[config.mk]
export PLATFORM = sky130hd
export DESIGN_NAME = int_to_radix_digits
export DESIGN_NICKNAME = d
export VERILOG_FILES = /design/src/design/itr_pkg.sv /design/src/design/itr_ctrl.sv /design/src/design/itr_dp.sv /design/src/design/int_to_radix_digits.sv
export SDC_FILE = /design/constraint.sdc
export NUM_CORES = 1
export LEC_CHECK = 0
export BUFFER_PORTS_ARGS = -buffer_cell sky130_fd_sc_hd__clkbuf_2
export CORE_MARGIN = 2
export CORE_UTILIZATION = 33
export DETAILED_ROUTE_END_ITERATION = 6
export GPL_ROUTABILITY_DRIVEN = 0
export SYNTH_ARGS = -nofsm -noshare
export SYNTH_HDL_FRONTEND = slang
export SYNTH_SLANG_ARGS = --single-unit
export TNS_END_PERCENT = 50
[constraint.sdc]
create_clock -name clk -period 29.2 [get_ports clk]
set_input_delay 5.84 -clock clk [delete_from_list [all_inputs] [get_ports clk]]
set_output_delay 5.84 -clock clk [all_outputs]
set_load 0.005 [all_outputs]
[src/design/itr_pkg.sv]
// ----------------------------------------------------------------------------
// itr_pkg: shared types and constants for the radix digit converter
// Holds field widths, the controller/datapath command and status bundles,
// and the digit-to-ASCII mapping.
// ----------------------------------------------------------------------------
package itr_pkg;

  localparam int DEF_MAX_DIGITS  = 32;
  localparam int DEF_VALUE_WIDTH = 32;

  localparam int BASE_WIDTH  = 6;
  localparam int DIGIT_WIDTH = 6;
  localparam int CHAR_WIDTH  = 8;

  // Quotient bits resolved per divider cycle.
  localparam int STEP_BITS = 8;

  localparam logic [BASE_WIDTH-1:0] BASE_MIN = 6'd2;
  localparam logic [BASE_WIDTH-1:0] BASE_MAX = 6'd36;

  localparam logic [CHAR_WIDTH-1:0] CHAR_ZERO  = 8'h30;
  localparam logic [CHAR_WIDTH-1:0] CHAR_UPPER = 8'h41;
  localparam logic [CHAR_WIDTH-1:0] CHAR_LOWER = 8'h61;
  localparam logic [CHAR_WIDTH-1:0] CHAR_NONE  = 8'h00;

  typedef struct packed {
    logic load;     // capture a new item
    logic step;     // run one divider cycle
    logic prime;    // read the most significant digit
    logic advance;  // move to the next lower digit
  } cmd_t;

  typedef struct packed {
    logic base_bad;   // base of the offered item is out of range
    logic pass_last;  // this divider cycle finishes a digit
    logic div_done;   // no further digit after this one
    logic ptr_zero;   // read pointer is on the least significant digit
  } sts_t;

  function automatic logic [CHAR_WIDTH-1:0] char_of(input logic [DIGIT_WIDTH-1:0] d,
                                                    input logic lower);
    logic [CHAR_WIDTH-1:0] d8;
    d8 = CHAR_WIDTH'(d);
    if (d < DIGIT_WIDTH'(10)) begin
      char_of = CHAR_ZERO + d8;
    end else begin
      char_of = (lower ? CHAR_LOWER : CHAR_UPPER) + d8 - CHAR_WIDTH'(10);
    end
  endfunction

endpackage

[src/design/itr_ctrl.sv]
// ----------------------------------------------------------------------------
// itr_ctrl: sequencer for the radix digit converter
// Steps each item through capture, repeated division and digit output.
// ----------------------------------------------------------------------------
module itr_ctrl (
  input  logic         clk,
  input  logic         rst,
  input  logic         s_tvalid,
  output logic         s_tready,
  output logic         m_tvalid,
  input  logic         m_tready,
  input  itr_pkg::sts_t sts,
  output itr_pkg::cmd_t cmd
);
  import itr_pkg::*;

  typedef enum logic [1:0] {
    S_IDLE,
    S_DIV,
    S_PRIME,
    S_SHOW
  } state_t;

  state_t state;

  assign s_tready = (state == S_IDLE);
  assign m_tvalid = (state == S_SHOW);

  always_comb begin
    cmd = '0;
    unique case (state)
      S_IDLE:  cmd.load    = s_tvalid;
      S_DIV:   cmd.step    = 1'b1;
      S_PRIME: cmd.prime   = 1'b1;
      S_SHOW:  cmd.advance = m_tready && !sts.ptr_zero;
      default: cmd = '0;
    endcase
  end

  always_ff @(posedge clk) begin
    if (rst) begin
      state <= S_IDLE;
    end else begin
      unique case (state)
        S_IDLE: begin
          if (s_tvalid) begin
            state <= sts.base_bad ? S_SHOW : S_DIV;
          end
        end
        S_DIV: begin
          if (sts.pass_last && sts.div_done) begin
            state <= S_PRIME;
          end
        end
        S_PRIME: begin
          state <= S_SHOW;
        end
        S_SHOW: begin
          if (m_tready && sts.ptr_zero) begin
            state <= S_IDLE;
          end
        end
        default: state <= S_IDLE;
      endcase
    end
  end

endmodule

[src/design/itr_dp.sv]
// ----------------------------------------------------------------------------
// itr_dp: datapath of the radix digit converter
// Multi-bit restoring divider, digit store and character output.
// ----------------------------------------------------------------------------
module itr_dp #(
  parameter int MAX_DIGITS  = itr_pkg::DEF_MAX_DIGITS,
  parameter int VALUE_WIDTH = itr_pkg::DEF_VALUE_WIDTH
) (
  input  logic                         clk,
  input  logic                         rst,
  input  logic [VALUE_WIDTH-1:0]       value,
  input  logic [itr_pkg::BASE_WIDTH-1:0] base,
  input  logic                         lowercase,
  input  itr_pkg::cmd_t                cmd,
  output itr_pkg::sts_t                sts,
  output logic [itr_pkg::CHAR_WIDTH-1:0] digit_char,
  output logic                         last,
  output logic                         bad_base
);
  import itr_pkg::*;

  localparam int PASSES = (VALUE_WIDTH + STEP_BITS - 1) / STEP_BITS;
  localparam int DW     = PASSES * STEP_BITS;
  localparam int PCW    = (PASSES > 1) ? $clog2(PASSES) : 1;
  localparam int CW     = $clog2(MAX_DIGITS + 1);
  localparam int AW     = $clog2(MAX_DIGITS);

  logic [DW-1:0]          quot;
  logic [DIGIT_WIDTH-1:0] rem;
  logic [BASE_WIDTH-1:0]  base_r;
  logic                   lower_r;
  logic                   bad_r;
  logic [PCW-1:0]         pass;
  logic [CW-1:0]          count;
  logic [AW-1:0]          ptr;
  logic [DIGIT_WIDTH-1:0] rd_data;
  logic [DIGIT_WIDTH-1:0] store [MAX_DIGITS];

  logic [DW-1:0]          quot_next;
  logic [DIGIT_WIDTH-1:0] rem_next;
  logic [AW-1:0]          rd_addr;
  logic                   pass_last;

  // One divider cycle: STEP_BITS restoring steps on the narrow remainder.
  always_comb begin
    logic [DIGIT_WIDTH:0] trial;
    logic [DIGIT_WIDTH:0] sub;
    quot_next = quot;
    rem_next  = rem;
    for (int k = 0; k < STEP_BITS; k++) begin
      trial     = {rem_next, quot_next[DW-1]};
      quot_next = {quot_next[DW-2:0], 1'b0};
      sub       = trial - {1'b0, base_r};
      if (trial >= {1'b0, base_r}) begin
        rem_next     = sub[DIGIT_WIDTH-1:0];
        quot_next[0] = 1'b1;
      end else begin
        rem_next = trial[DIGIT_WIDTH-1:0];
      end
    end
  end

  assign pass_last    = (pass == PCW'(PASSES - 1));
  assign sts.pass_last = pass_last;
  assign sts.div_done  = (quot_next == '0) || (count + 1'b1 == CW'(MAX_DIGITS));
  assign sts.ptr_zero  = (ptr == '0);
  assign sts.base_bad  = (base < BASE_MIN) || (base > BASE_MAX);

  assign rd_addr = cmd.prime ? AW'(count - 1'b1) : (ptr - 1'b1);

  always_ff @(posedge clk) begin
    if (rst) begin
      quot  <= '0;
      count <= '0;
      pass  <= '0;
      ptr   <= '0;
      bad_r <= 1'b0;
    end else begin
      if (cmd.load) begin
        quot  <= DW'(value);
        count <= '0;
        pass  <= '0;
        ptr   <= '0;
        bad_r <= sts.base_bad;
      end else if (cmd.step) begin
        quot <= quot_next;
        if (pass_last) begin
          pass  <= '0;
          count <= count + 1'b1;
        end else begin
          pass <= pass + 1'b1;
        end
      end
      if (cmd.prime) begin
        ptr <= rd_addr;
      end else if (cmd.advance) begin
        ptr <= rd_addr;
      end
    end
  end

  // Payload registers: no reset.
  always_ff @(posedge clk) begin
    if (cmd.load) begin
      rem     <= '0;
      base_r  <= base;
      lower_r <= lowercase;
    end else if (cmd.step) begin
      rem <= pass_last ? '0 : rem_next;
    end
  end

  // Digit store: one write port, one registered read port.
  always_ff @(posedge clk) begin
    if (cmd.step && pass_last) begin
      store[count[AW-1:0]] <= rem_next;
    end
    if (cmd.prime || cmd.advance) begin
      rd_data <= store[rd_addr];
    end
  end

  assign digit_char = bad_r ? CHAR_NONE : char_of(rd_data, lower_r);
  assign last       = (ptr == '0);
  assign bad_base   = bad_r;

endmodule

[src/design/int_to_radix_digits.sv]
// ----------------------------------------------------------------------------
// int_to_radix_digits: integer to ASCII digit stream in base 2..36
// Converts one unsigned value into its digit characters, most significant
// first, one output beat per character with tlast on the final one.
// ----------------------------------------------------------------------------
// One input beat carries a value (read as an unsigned bit pattern), a base
// and a lowercase flag. The block accepts a beat only when idle and works on
// one item at a time. A restoring divider resolves 8 quotient bits per cycle.
// An item goes through accept, division, a read of the top digit from the
// digit store, then one output beat per cycle while the sink is ready. Zero
// gives the single character '0'. A base outside 2..36 gives one beat with
// tuser set, tlast set and character 0. If MAX_DIGITS is smaller than the
// digit count, only the least significant MAX_DIGITS digits are kept.
// ----------------------------------------------------------------------------
module int_to_radix_digits #(
  parameter int MAX_DIGITS  = itr_pkg::DEF_MAX_DIGITS,
  parameter int VALUE_WIDTH = itr_pkg::DEF_VALUE_WIDTH
) (
  input  logic clk,
  input  logic rst,
  // Input stream
  input  logic s_tvalid,
  output logic s_tready,
  // tdata, low bit up: value[VALUE_WIDTH], base[6], lowercase[1], zero pad
  input  logic [((VALUE_WIDTH + itr_pkg::BASE_WIDTH + 1 + 7) / 8) * 8 - 1:0] s_tdata,
  // Output stream
  output logic m_tvalid,
  input  logic m_tready,
  // tdata, low bit up: digit_char[8]
  output logic [itr_pkg::CHAR_WIDTH-1:0] m_tdata,
  // tlast: last character of this conversion
  output logic m_tlast,
  // tuser, low bit up: bad_base[1]
  output logic m_tuser
);
  import itr_pkg::*;

  cmd_t cmd;
  sts_t sts;

  logic [VALUE_WIDTH-1:0] in_value;
  logic [BASE_WIDTH-1:0]  in_base;
  logic                   in_lower;

  // Unpack the input beat.
  assign in_value = s_tdata[VALUE_WIDTH-1:0];
  assign in_base  = s_tdata[VALUE_WIDTH +: BASE_WIDTH];
  assign in_lower = s_tdata[VALUE_WIDTH + BASE_WIDTH];

  // Sequencer: decides when to capture, divide, read and emit.
  itr_ctrl u_ctrl (
    .clk      (clk),
    .rst      (rst),
    .s_tvalid (s_tvalid),
    .s_tready (s_tready),
    .m_tvalid (m_tvalid),
    .m_tready (m_tready),
    .sts      (sts),
    .cmd      (cmd)
  );

  // Divider, digit store and character mapping. The output character is
  // held in the read register, so it stays put while the sink stalls.
  itr_dp #(
    .MAX_DIGITS  (MAX_DIGITS),
    .VALUE_WIDTH (VALUE_WIDTH)
  ) u_dp (
    .clk        (clk),
    .rst        (rst),
    .value      (in_value),
    .base       (in_base),
    .lowercase  (in_lower),
    .cmd        (cmd),
    .sts        (sts),
    .digit_char (m_tdata),
    .last       (m_tlast),
    .bad_base   (m_tuser)
  );

endmodule

# Yosys cells after proc, flatten, opt, wreduce, memory -nomap -nowiden
# Memories as Yosys holds them, arrays and structs flattened. A register that Yosys moved wholly into a read port is not among the register bits.
# Cells that the tools add are included.
# W data, S select, Z words.
op_classes:
  add_sub_neg: 15
  eq_ne: 8
  n_reduce_logical: 16
  mux: 38
  n_lt_le_gt_ge: 11
ops:
  columns: ["cell", "count"]
  rows:
  - ["$mux W32", 2]
  - ["$mux W6", 10]
  - ["$ge A7 B6 Y1", 8]
  - ["$sub A6 B6 Y6", 8]
  - ["$logic_not A32 Y1", 1]
  - ["$mux W5", 4]
  - ["$mux W8", 2]
  - ["$mux W1", 14]
  - ["$mux W2", 5]
  - ["$sub A5 B1 Y5 const B", 2]
  - ["$add A8 B6 Y8", 1]
  - ["$pmux W2 S4", 1]
  - ["$sub A8 B4 Y8 const B", 1]
  - ["$add A6 B6 Y7 const A", 1]
  - ["$add A6 B1 Y6 const B", 1]
  - ["$eq A2 B2 Y1 const B", 3]
  - ["$eq A6 B6 Y1 const B", 1]
  - ["$gt A6 B6 Y1 const B", 1]
  - ["$lt A6 B2 Y1 const B", 1]
  - ["$lt A6 B4 Y1 const B", 1]
  - ["$logic_not A5 Y1", 1]
  - ["$logic_and A1 B1 Y1", 4]
  - ["$ne A2 B1 Y1 const B", 2]
  - ["$logic_or A1 B1 Y1", 3]
  - ["10 further kinds", 10]
totals:
  wordCells: 98
  out_inout_bits: 12
  inputBits: 44
  mem_bits_rw: 192
  mem_count: 1
  ff_bits: 61
memory_table:
  columns: ["name", "depth", "word_bits", "read_ports", "rd_ports_with_merged_regs", "wr", "line_no", "text"]
  rows:
  - ["u_dp.store", 32, 6, 1, 1, 1, "itr_dp.sv:37", "logic [DIGIT_WIDTH-1:0] store [MAX_DIGITS];"]

# Longest topological paths before layout
# Gate-level depths: netlist of run 1.
logic_depth:
  depth_word: 21
  depth_mapped: 84
  depth_no_buf: 78

# Cells and area by module
# From an unflattened synthesis of run 1, not the netlist that was laid out.
unflattened:
  cells_unflattened: 1089
  area_unflattened_um2: 13668.1
modules_own_cells:
  columns: ["module", "seq_area_each_um2", "cells_each", "n_inst", "area_each_um2"]
  rows:
  - ["itr_dp", 7196.9, 1068, 1, 13479.2]
  - ["itr_ctrl", 40.0, 21, 1, 188.9]

# Worst setup path before layout of run 1
# No wires, ideal clock.
synth_path:
  kind: "flip-flop to flip-flop"
  startpoint: "reg u_dp.base_r[1]"
  endpoint: "mem u_dp.store[0][0], data pin"
  synth_period_minus_slack_ns: 17.265
  setup_time_ns: 0.392
  path_stages_with_launch: 83
  setup_slack_ns: 11.935
  arrival_time_ns: 16.873
  t_required_ns: 28.808
  path_cell_list: "edfxtp_1 -> inv_1 -> ha_1 -> a21oi_1 -> o21ai_2 -> o221ai_2 -> nand2_2 -> o21ai_0 -> inv_1 -> ha_1 -> nor2b_1 -> o31ai_1 -> a21oi_1 -> a211o_1 -> or2_1 -> buf_6 -> nand2_1 -> a21boi_0 -> [47 not listed] -> a21o_1 -> a21o_1 -> a211oi_1 -> and2_1 -> clkbuf_1 -> mux2i_1 -> mux2_2 -> inv_1 -> ha_1 -> nor2b_1 -> o21ai_0 -> nand2b_1 -> a21o_1 -> a21o_1 -> a211o_1 -> o21bai_1 -> a221oi_4 -> mux2i_1"
synth_via:
  elab_chain_len: 16
  elab_cells_between_ends: 23
synth_lines:
  columns: ["element", "line_no", "text"]
  rows:
  - ["start, declared", "itr_dp.sv:30", "logic [BASE_WIDTH-1:0] base_r;"]
  - ["start signal, assigned", "itr_dp.sv:106", "base_r <= base;"]
  - ["$sub A6 B6 Y6 or $ge A7 B6 Y1 (tied branches)", "itr_dp.sv:53, itr_dp.sv:54", null]
  - ["$mux W6", "itr_dp.sv:54", "if (trial >= {1'b0, base_r}) begin"]
  - ["$sub A6 B6 Y6 or $ge A7 B6 Y1 (tied branches)", "itr_dp.sv:53, itr_dp.sv:54", null]
  - ["$mux W6", "itr_dp.sv:54", null]
  - ["$sub A6 B6 Y6 or $ge A7 B6 Y1 (tied branches)", "itr_dp.sv:53, itr_dp.sv:54", null]
  - ["$mux W6", "itr_dp.sv:54", null]
  - ["$sub A6 B6 Y6 or $ge A7 B6 Y1 (tied branches)", "itr_dp.sv:53, itr_dp.sv:54", null]
  - ["$mux W6", "itr_dp.sv:54", null]
  - ["$sub A6 B6 Y6 or $ge A7 B6 Y1 (tied branches)", "itr_dp.sv:53, itr_dp.sv:54", null]
  - ["$mux W6", "itr_dp.sv:54", null]
  - ["$ge A7 B6 Y1 or $sub A6 B6 Y6 (tied branches)", "itr_dp.sv:54, itr_dp.sv:53", null]
  - ["$mux W6", "itr_dp.sv:54", null]
  - ["$sub A6 B6 Y6 or $ge A7 B6 Y1 (tied branches)", "itr_dp.sv:53, itr_dp.sv:54", null]
  - ["$mux W6", "itr_dp.sv:54", null]
  - ["$ge A7 B6 Y1 (*)", "itr_dp.sv:54", null]
  - ["$mux W6 (*)", "itr_dp.sv:54", null]
  - ["named net u_dp.rem_next[0]", "itr_dp.sv:40", "logic [DIGIT_WIDTH-1:0] rem_next;"]
  - ["end, declared", "itr_dp.sv:37", null]
# The timed path passes the listed nets; every way through them passes the cells marked *.

# Worst setup path in the final report of run 1
layout_path:
  startpoint: "reg u_dp.base_r[1]"
  endpoint: "mem u_dp.store[30][1], data pin"
layout_via:
  elab_chain_len: 16
  elab_cells_between_ends: 24
layout_lines:
  columns: ["element", "line_no"]
  rows:
  - ["$sub A6 B6 Y6 or $ge A7 B6 Y1 (tied branches)", "itr_dp.sv:53, itr_dp.sv:54"]
  - ["$mux W6", "itr_dp.sv:54"]
  - ["$sub A6 B6 Y6 or $ge A7 B6 Y1 (tied branches)", "itr_dp.sv:53, itr_dp.sv:54"]
  - ["$mux W6", "itr_dp.sv:54"]
  - ["$sub A6 B6 Y6 or $ge A7 B6 Y1 (tied branches)", "itr_dp.sv:53, itr_dp.sv:54"]
  - ["$mux W6", "itr_dp.sv:54"]
  - ["$sub A6 B6 Y6 or $ge A7 B6 Y1 (tied branches)", "itr_dp.sv:53, itr_dp.sv:54"]
  - ["$mux W6", "itr_dp.sv:54"]
  - ["$sub A6 B6 Y6 or $ge A7 B6 Y1 (tied branches)", "itr_dp.sv:53, itr_dp.sv:54"]
  - ["$mux W6", "itr_dp.sv:54"]
  - ["$ge A7 B6 Y1 or $sub A6 B6 Y6 (tied branches)", "itr_dp.sv:54, itr_dp.sv:53"]
  - ["$mux W6", "itr_dp.sv:54"]
  - ["$ge A7 B6 Y1 or $sub A6 B6 Y6 (tied branches)", "itr_dp.sv:54, itr_dp.sv:53"]
  - ["$mux W6", "itr_dp.sv:54"]
  - ["$sub A6 B6 Y6 or $ge A7 B6 Y1 (tied branches)", "itr_dp.sv:53, itr_dp.sv:54"]
  - ["$mux W6 (*)", "itr_dp.sv:54"]
  - ["named net u_dp.rem_next[1]", "itr_dp.sv:40"]
# Marked as above.

==> metrics, run 1 <==
share of layout cells above drive strength 1 16.8%; top post-synthesis cells by area edfxtp_1 (45%), dfxtp_1 (7.9%), mux4_2 (7.9%); CTS buffer count 27; min Tclk post-route 20.41 ns; Worst Hold Depth 2; Cell variety after synth 69; Synth Register Bits 259; core area 0.0408 mm^2; vias in the first global route 8,607; area of the mapped netlist between 0.01 and 0.015 mm^2; Hold Fails Final Rpt 0; Congestion Overflow GR 0; worst-margin pin slew 1.17 ns; Post-synth EDFFs 205; Post-synth top cells edfxtp_1 (205), nor2_1 (126), ha_1 (67); clk_lat worst skew 0.56 ns; WP buf/inv 4; ANT cells 0; Yosys Warn Count 0; FILL cells 3,911; WL/cell ~19 um; Yosys top cell by area edfxtp_1; Post-CTS Setup Bufs 0; Die W 207 um; most common cell in the netlist edfxtp_1; Worst Hold End u_dp.pass[0]; storage element area 0.00724 mm^2; multi-input logic area around 0.0060 mm^2; first drt pass iteration count 5; nature of the critical path startpoint flop; clock transition at the registers of the reported paths ~0.06 ns; sequential area share after synthesis 53.1%; Chip Height 207 um; Req. time, crit path 29.40 ns; Clock Root Buffer clkbuf_16; Max stage delay on crit path ~1 ns; status finished clean; first-pass GRT wire length 49,900 um; H-tree depth 1; TNS Setup 0 ns; area share of the largest cell type after synthesis 45.1%; crit path kind flop to flop; 1st-iter DRT viols 726; row cnt 74; endpoint class of the critical path flop; Post-CTS Resized 0; Tcrit/Tclk final 69.9%; antenna violations before repair 0; GRT Overall Usage 14.8%; relative slew slack 21.1%; family with the most delay on the worst path compound AO/OA/AOI/OAI gates; r2r endpoint u_dp.store[30][1]; number of port buffers 54; Hold Path Class flop to flop; Slew Viols, Final 0; Synth Flop Type edfxtp_1; syn avg cell area around 13 um^2; deepest clock path buffer count 3; Hold-fix buffers, CTS 0; synthesized netlist cell count 1,084; HPWL Detailed 21,300 um; crit path max fanout 33; largest net degree at the start of global routing 68; Post-synth ARST share 0%; final WL 32,100 um; hold path start u_dp.pass[0]; # setup viols final 0; r2r startpoint u_dp.base_r[1]; RSZ-0062 raised after global routing false; reg-to-reg slack, setup 8.79 ns; num ports 56; max_cap viols 0; Fmax 49.0 MHz; Synth Net Count about 1,200; vias 8,752; CP Data Arrival Time 20.62 ns; total number of clock tree sinks 259; worst clock skew 0.0128 ns; P&R area growth vs syn 12.1%; die area 0.0430 mm^2; FF-to-FF path depth 72; cell at the slowest stage of the critical path mux2i_4; Residual DRC 0; vias per inst 5.21; final antenna-violating net count 0; nets@finish 1,246; starting density of the core 33.4%; CTS tree done
-- worst min-delay path, cell delays in order (launching register included) --
cell      delay [ns]
dfxtp_1         0.32
nand2b_1        0.07
a21oi_1         0.06
-- placed cells by master, fill, tap and decap left out, types with 6 or more instances in the layout --
cell	instances
clkinv_1	7
nor2b_1	12
dfxtp_1	54
clkbuf_1	8
fa_1	9
buf_4	7
ha_1	65
a21oi_1	46
inv_1	56
nand2b_1	11
xnor2_1	21
mux2_2	20
nand3_1	11
nor3_1	7
a211o_1	6
xor2_1	17
clkbuf_2	54
a211oi_1	37
a32o_1	6
mux2i_1	54
edfxtp_1	205
nand2_1	55
o211ai_1	8
nor2_1	126
a21o_1	17
nor4_1	6
o21ai_0	40
clkbuf_16	27
nand4_1	8
mux4_2	48
-- worst max-delay path by stage --
stage                        start           endpoint  slack [ns]  cells past startpoint
finish              u_dp.base_r[1]  u_dp.store[30][1]        8.79                     72
global route        u_dp.base_r[1]  u_dp.store[31][1]        7.19                     74
CTS                 u_dp.base_r[1]  u_dp.store[28][1]        8.74                     72
detailed placement  u_dp.base_r[1]  u_dp.store[30][1]        8.79                     72
global placement    u_dp.base_r[1]  u_dp.store[31][1]        9.12                     72
floorplan           u_dp.base_r[1]   u_dp.store[0][0]       11.93                     82
-- final cells by class --
cell class	count	share of cell area (%)
Sequential cell	259	47.3
Clock inverter	15	0.630
Tap cell	532	4.35
Clock buffer	35	4.61
Inverter	58	1.42
Timing Repair Buffer	61	2.11
Multi-Input combinational cell	719	39.5
-- metal layers --
metal	routed length (um)	global-route usage (%)	share of wire, %
met3	1600	2.12	5.0
met2	14800	23.5	46
met5	0	0	0
met4	944	5.32	2.9
met1	14700	20.6	46
-- kinds of logic (layout without fill, tap and decap cells) --
logic type / count (synthesis) / after routing / synth area share [%]
multiplexers: 129 / 129 / 14.2
AO/OA/AOI/OAI: 212 / 212 / 11.0
AND/OR/NAND/NOR: 262 / 262 / 8.65
adder cells (fa/ha/maj): 76 / 76 / 7.47
XOR/XNOR: 40 / 40 / 2.57
buffers and inverters: 106 / 169 / 3.04
flip-flops: 259 / 259 / 53.1
-- flip-flops by register name (all words and copies together) (netlist names) --
signal         count
u_dp.quot         32
u_dp.pass          2
u_dp.count         6
u_dp.bad_base      1
u_dp.ptr           5
u_dp.store       192
u_dp.base_r        6
u_dp.rem           6
u_ctrl.state       2
u_dp.rd_data       6
u_dp.lower_r       1
-- per-stage QoR --
stage	hold WS (ns)	area [um^2]	setup slack (ns)	cells	util (%)
after global routing	0.521	15300	7.19	1679	37.5
final	0.492	15300	8.79	1679	37.5
after floorplan	0.455	13600	11.93	1084	-
after CTS	0.492	15300	8.74	1679	37.5
after global placement	0.467	14500	9.12	1629	35.5
after detailed placement	0.480	14500	8.79	1629	35.5
Power of run 1 is left out: the tool's default activity adds up to more than one toggle a clock period on the data nets, which glitch-free logic cannot reach.
==> inputs of run 2 (changes only) <==
--- a/config.mk
+++ b/config.mk
@@ -5,6 +5,7 @@
 export SDC_FILE = /design/constraint.sdc
 export NUM_CORES = 1
 export LEC_CHECK = 0
+export ABC_AREA = 1
 export BUFFER_PORTS_ARGS = -buffer_cell sky130_fd_sc_hd__clkbuf_2
 export CORE_MARGIN = 2
 export CORE_UTILIZATION = 33
==> constraint.sdc (replaced) <==
create_clock -name clk -period 19.1 [get_ports clk]
set_input_delay 3.82 -clock clk [delete_from_list [all_inputs] [get_ports clk]]
set_output_delay 3.82 -clock clk [all_outputs]
set_load 0.005 [all_outputs]
==> run 2 against run 1 <==
  * Non-clock buffer count is 5 higher
  * Highest routed layer unchanged
  * Synthesized cell count is 31% higher
  * Synthesized area is 1.0% higher
  * Clock-buffer cell count is 5 lower
  * Sequential share of layout area is 0.47 points lower
  * Largest cell class unchanged
  * Clock skew is 0.0019 ns higher
  * Critical path type unchanged
  * Via count is 19% higher
  * First-iteration DRC count is 3.2% higher
  * Design area is 1.0% higher
==> metrics, run 2 <==
status finished clean; num ports 56; total number of clock tree sinks between 200 and 300; commonest non-fill, non-tap cell in the layout nand2_1; endpoint class of the critical path flop; area of the mapped netlist roughly 0.014 mm^2; Post-synth ARST share 0%; WL/cell between 15 and 20 um; clk_lat worst skew about 0.56 ns; Fmax around 62 MHz; deepest clock path buffer count 3; starting density of the core 33.6%; HPWL Detailed 23,300 um; max_cap viols 0; first-pass GRT wire length approximately 56,000 um; Slew Viols, Final 0; crit path kind flop to flop; RSZ-0062 raised after global routing false; reg-to-reg slack, setup roughly 2.9 ns; Clock Root Buffer clkbuf_16; crit path launch u_dp.base_r[1]; vias in the first global route 10,300; TNS Setup 0 ns; Hold-fix buffers, CTS 0; largest net degree at the start of global routing 83; GRT Overall Usage 15.9%; Post-synth top cells nand2_1 (233), edfxtp_1 (205), nor2_1 (160); vias per inst 5.16; worst-margin pin slew about 1.1 ns; final WL about 35,000 um; crit path capture u_dp.store[30][2]; cell at the slowest stage of the critical path o21a_1; die area between 0.04 and 0.05 mm^2; Hold Fails Final Rpt 0; Tcrit/Tclk final 84.8%; antenna violations before repair 0; nature of the critical path startpoint flop; Chip Height 208 um; Req. time, crit path 19.29 ns; core area roughly 0.041 mm^2; share of layout cells above drive strength 1 10.9%; number of port buffers 54; Hold Path Class flop to flop; setup ws final ~2.9 ns; worst clock skew 0.0146 ns; Area after DPL about 0.015 mm^2; first drt pass iteration count 5; CTS tree done; ANT cells 0; Synth Flop Type edfxtp_1; top post-synthesis cells by area edfxtp_1 (45%), dfxtp_1 (7.8%), nand2_1 (6.3%); CTS buffer count 27; Residual DRC 0; Cell variety after synth 59; Worst Hold Depth 2; CP Data Arrival Time 16.38 ns; WHS 0.471 ns; final antenna-violating net count 0; # setup viols final 0; DP Worst Slack between 3 and 4 ns; Post-CTS Resized 0; FF-to-FF path depth 78; Post-CTS Setup Bufs 0; r2r endpoint u_dp.store[30][2]; Post-synth EDFFs 205; Design Area, Final between 0.015 and 0.02 mm^2; Die W around 210 um; relative slew slack 24.4%; Synth Net Count about 1,500; area share of the largest cell type after synthesis between 40% and 50%; sequential area share after synthesis 52.5%; Yosys top cell by area edfxtp_1; most used cell, CP nand2_1; nets@finish 1,580; min Tclk post-route 16.19 ns; 1st-iter DRT viols between 700 and 800; H-tree depth 1; row cnt 74; FILL cells 4,065; crit path max fanout 32; vias 10,400; Congestion Overflow GR 0; Synth Register Bits 259; Yosys Warn Count 0; Largest register FFs 192; most common cell in the netlist nand2_1; r2r startpoint u_dp.base_r[1]; clock transition at the registers of the reported paths 0.06 ns; syn avg cell area 9.72 um^2; synthesized netlist cell count 1,418; P&R area growth vs syn 12.1%; most frequent cells in the layout nand2_1 (232), edfxtp_1 (205), nor2_1 (160); Max stage delay on crit path 0.88 ns
## run 2: stage by stage
step / utilization (%) / cells
2_1_floorplan: - / 1418
3_3_place_gp: 35.6 / 1963
3_5_place_dp: 35.6 / 1963
4_1_cts: 37.7 / 2012
5_1_grt: 37.7 / 2012
6_report: 37.7 / 2012
## run 2: cell families (layout without fill, tap and decap cells)
kind of cell	count (synthesis)	count (layout)	synth area share, %
AOI/OAI and AO/OA	330	330	15.1
xor gates and xnor gates	34	34	2.16
adders and majority gates	76	76	7.39
buffers and inverters	211	273	5.86
DFF	259	259	52.5
and+or+nand+nor	508	508	16.9
## run 2: cell type report
cell class,instances,area [um^2],share of cell area [%]
well taps,532,666,4.31
multi-input cells,948,5740,37.1
inverters,158,601,3.89
repair buffers,66,360,2.33
flip-flops and latches,259,7240,46.8
clock buffers,30,687,4.45
clock inverters,19,160,1.04
## run 2: per-layer routing
layer	GRT usage (%)	share of wire [%]	vias to the layer above
met5	0	0	-
met4	4.79	2.6	0
met3	1.42	3.8	55
met2	28.3	49	237
met1	20.6	44	5009
li1	-	-	5085
## run 2: worst min-delay path by stage
stage                             start             to  slack [ns]
after detailed placement  u_dp.quot[23]  u_dp.quot[23]        0.46
after CTS                 u_dp.quot[23]  u_dp.quot[23]        0.47
final                     u_dp.quot[21]  u_dp.quot[21]        0.47
after global routing      u_dp.quot[21]  u_dp.quot[21]        0.49
after global placement     u_dp.pass[1]   u_dp.pass[1]        0.45
after floorplan            u_dp.pass[1]   u_dp.pass[1]        0.44
## run 2: critical path: cells and delay by family (launching register included)
kind / cells / cell delay, ns
adder cells (fa/ha/maj): 8 / 2.75
AND/OR/NAND/NOR: 32 / 4.06
AO/OA/AOI/OAI: 27 / 6.79
flip-flops: 1 / 0.75
buffers and inverters: 11 / 1.44
Power of run 2 is left out for the same reason.
==> inputs of run 3 (changes only) <==
==> constraint.sdc (replaced) <==
create_clock -name clk -period 15 [get_ports clk]
set_input_delay 3 -clock clk [delete_from_list [all_inputs] [get_ports clk]]
set_output_delay 3 -clock clk [all_outputs]
set_load 0.005 [all_outputs]
==> run 3 against run 2 <==
  * Routed wire length is 2.1% higher
  * Core utilization up 0.85 points
  * Critical path depth rose by 3
  * Sequential share of layout area decreased by 1.0 points
  * Clock-buffer cell count up 13
  * Final cell count up 0.99%
  * First-iteration DRC count is 13% higher
  * Design area increased by 2.3%
==> metrics, run 3 (same netlist as run 2, synthesis figures left out) <==
CTS tree done; H-tree depth 1; deepest clock path buffer count 3; relative slew slack 16.2%; first-pass GRT wire length ~55,000 um; Largest register FFs 192; Residual DRC 0; Clock Root Buffer clkbuf_16; # setup viols final 0; GRT Overall Usage 15.9%; min Tclk post-route 13.81 ns; placed cell count 1,973; Hold Path Class flop to flop; nature of the critical path startpoint flop; CP Data Arrival Time ~14 ns; total number of clock tree sinks 259; row cnt 74; 1st-iter DRT viols between 800 and 900; final WL 35,600 um; cell at the slowest stage of the critical path ha_1; die area 0.0434 mm^2; Chip Height about 210 um; largest net degree at the start of global routing 94; crit path max fanout 16; most frequent cells in the layout nand2_1 (230), edfxtp_1 (205), nor2_1 (160); endpoint class of the critical path flop; most used cell, CP nand2_1; worst-margin pin slew 1.25 ns; vias in the first global route 9,911; status finished clean; number of port buffers 54; final antenna-violating net count 0; Die W 208 um; clock transition at the registers of the reported paths around 0.06 ns; Design Area, Final 0.0158 mm^2; antenna violations before repair 0; vias per inst 5.20; Congestion Overflow GR 0; nets@finish 1,598; Hold Fails Final Rpt 0; P&R area growth vs syn 14.7%; Non-Filler Instances 2,032; core area 0.0410 mm^2; max_cap viols 0; WL/cell 17.5 um; first drt pass iteration count 6; Req. time, crit path around 15 ns; CTS buffer count 28; Slew Viols, Final 0; Hold-fix buffers, CTS 0; clk_lat worst skew 0.54 ns; Fmax a little over 70 MHz; Tcrit/Tclk final between 90 and 100%; commonest non-fill, non-tap cell in the layout nand2_1; starting density of the core 33.6%; ANT cells 0; share of layout cells above drive strength 1 12.7%; HPWL Detailed 23,800 um; crit path kind flop to flop; worst clock skew 0.0156 ns; num ports 56; Area after DPL 0.0147 mm^2; vias roughly 11,000; Max stage delay on crit path 0.41 ns
run 3: cell count changes in the layout (fill, tap and decap cells not counted), moves of 2 or more:
cell / before / now
clkinv_1: 7 / 4
clkinv_2: 6 / 4
clkbuf_16: 27 / 34
clkbuf_8: 0 / 3
nand2_1: 232 / 230
a221oi_2: 0 / 2
buf_12: 0 / 2
buf_4: 12 / 26
clkbuf_1: 3 / 6
nand2_2: 11 / 13
inv_6: 2 / 0
a221oi_1: 3 / 1
run 3: final cells by class:
class | count | area [um^2]
Timing Repair inverter | 1 | 7.51
Clock inverter | 9 | 80.1
Timing Repair Buffer | 82 | 505
Inverter | 158 | 604
Tap cell | 532 | 666
Sequential cell | 259 | 7240
Fill cell | 4040 | 25200
Multi-Input combinational cell | 948 | 5780
Clock buffer | 43 | 915
run 3: final timing paths:
path                                      from           endpoint  slack (ns)  cells after the start
worst max-delay path            u_dp.base_r[2]  u_dp.store[26][3]        1.19                     81
worst min register to register   u_dp.quot[21]      u_dp.quot[21]        0.47                      2
worst min-delay path             u_dp.quot[21]      u_dp.quot[21]        0.47                      2
worst max register to register  u_dp.base_r[2]  u_dp.store[26][3]        1.19                     81
run 3: routing by layer:
metal,global-route usage (%),share of wire [%],vias to the layer above
met1,21.2,43,5043
li1,-,-,5130
met2,26.9,48,329
met5,0,0,-
met4,5.43,2.7,0
met3,1.75,5.6,59
run 3: critical path: cells and delay by family, from the launching register on:
kind | cells | cell delay (ns)
fa+ha+maj | 8 | 2.59
compound gates | 29 | 5.36
buf+inv | 12 | 1.43
flops | 1 | 0.36
simple gates | 32 | 3.79
run 3: per-stage QoR:
step	TNS [ns]	hold slack (ns)	worst slack (ns)	utilization, %
after floorplan	0	0.443	1.73	-
after global placement	0	0.452	0.565	35.8
after detailed placement	0	0.461	0.309	35.8
after CTS	0	0.471	0.241	38.2
after global routing	-0.0841	0.488	-0.00999	38.5
final	0	0.472	1.19	38.5
run 3: repair_timing:
item / in CTS / in global routing
setup endpoints to repair: 0 / 201
resized for setup: 0 / 11
buffers inserted: 0 / 6
Power of run 3 is left out for the same reason.
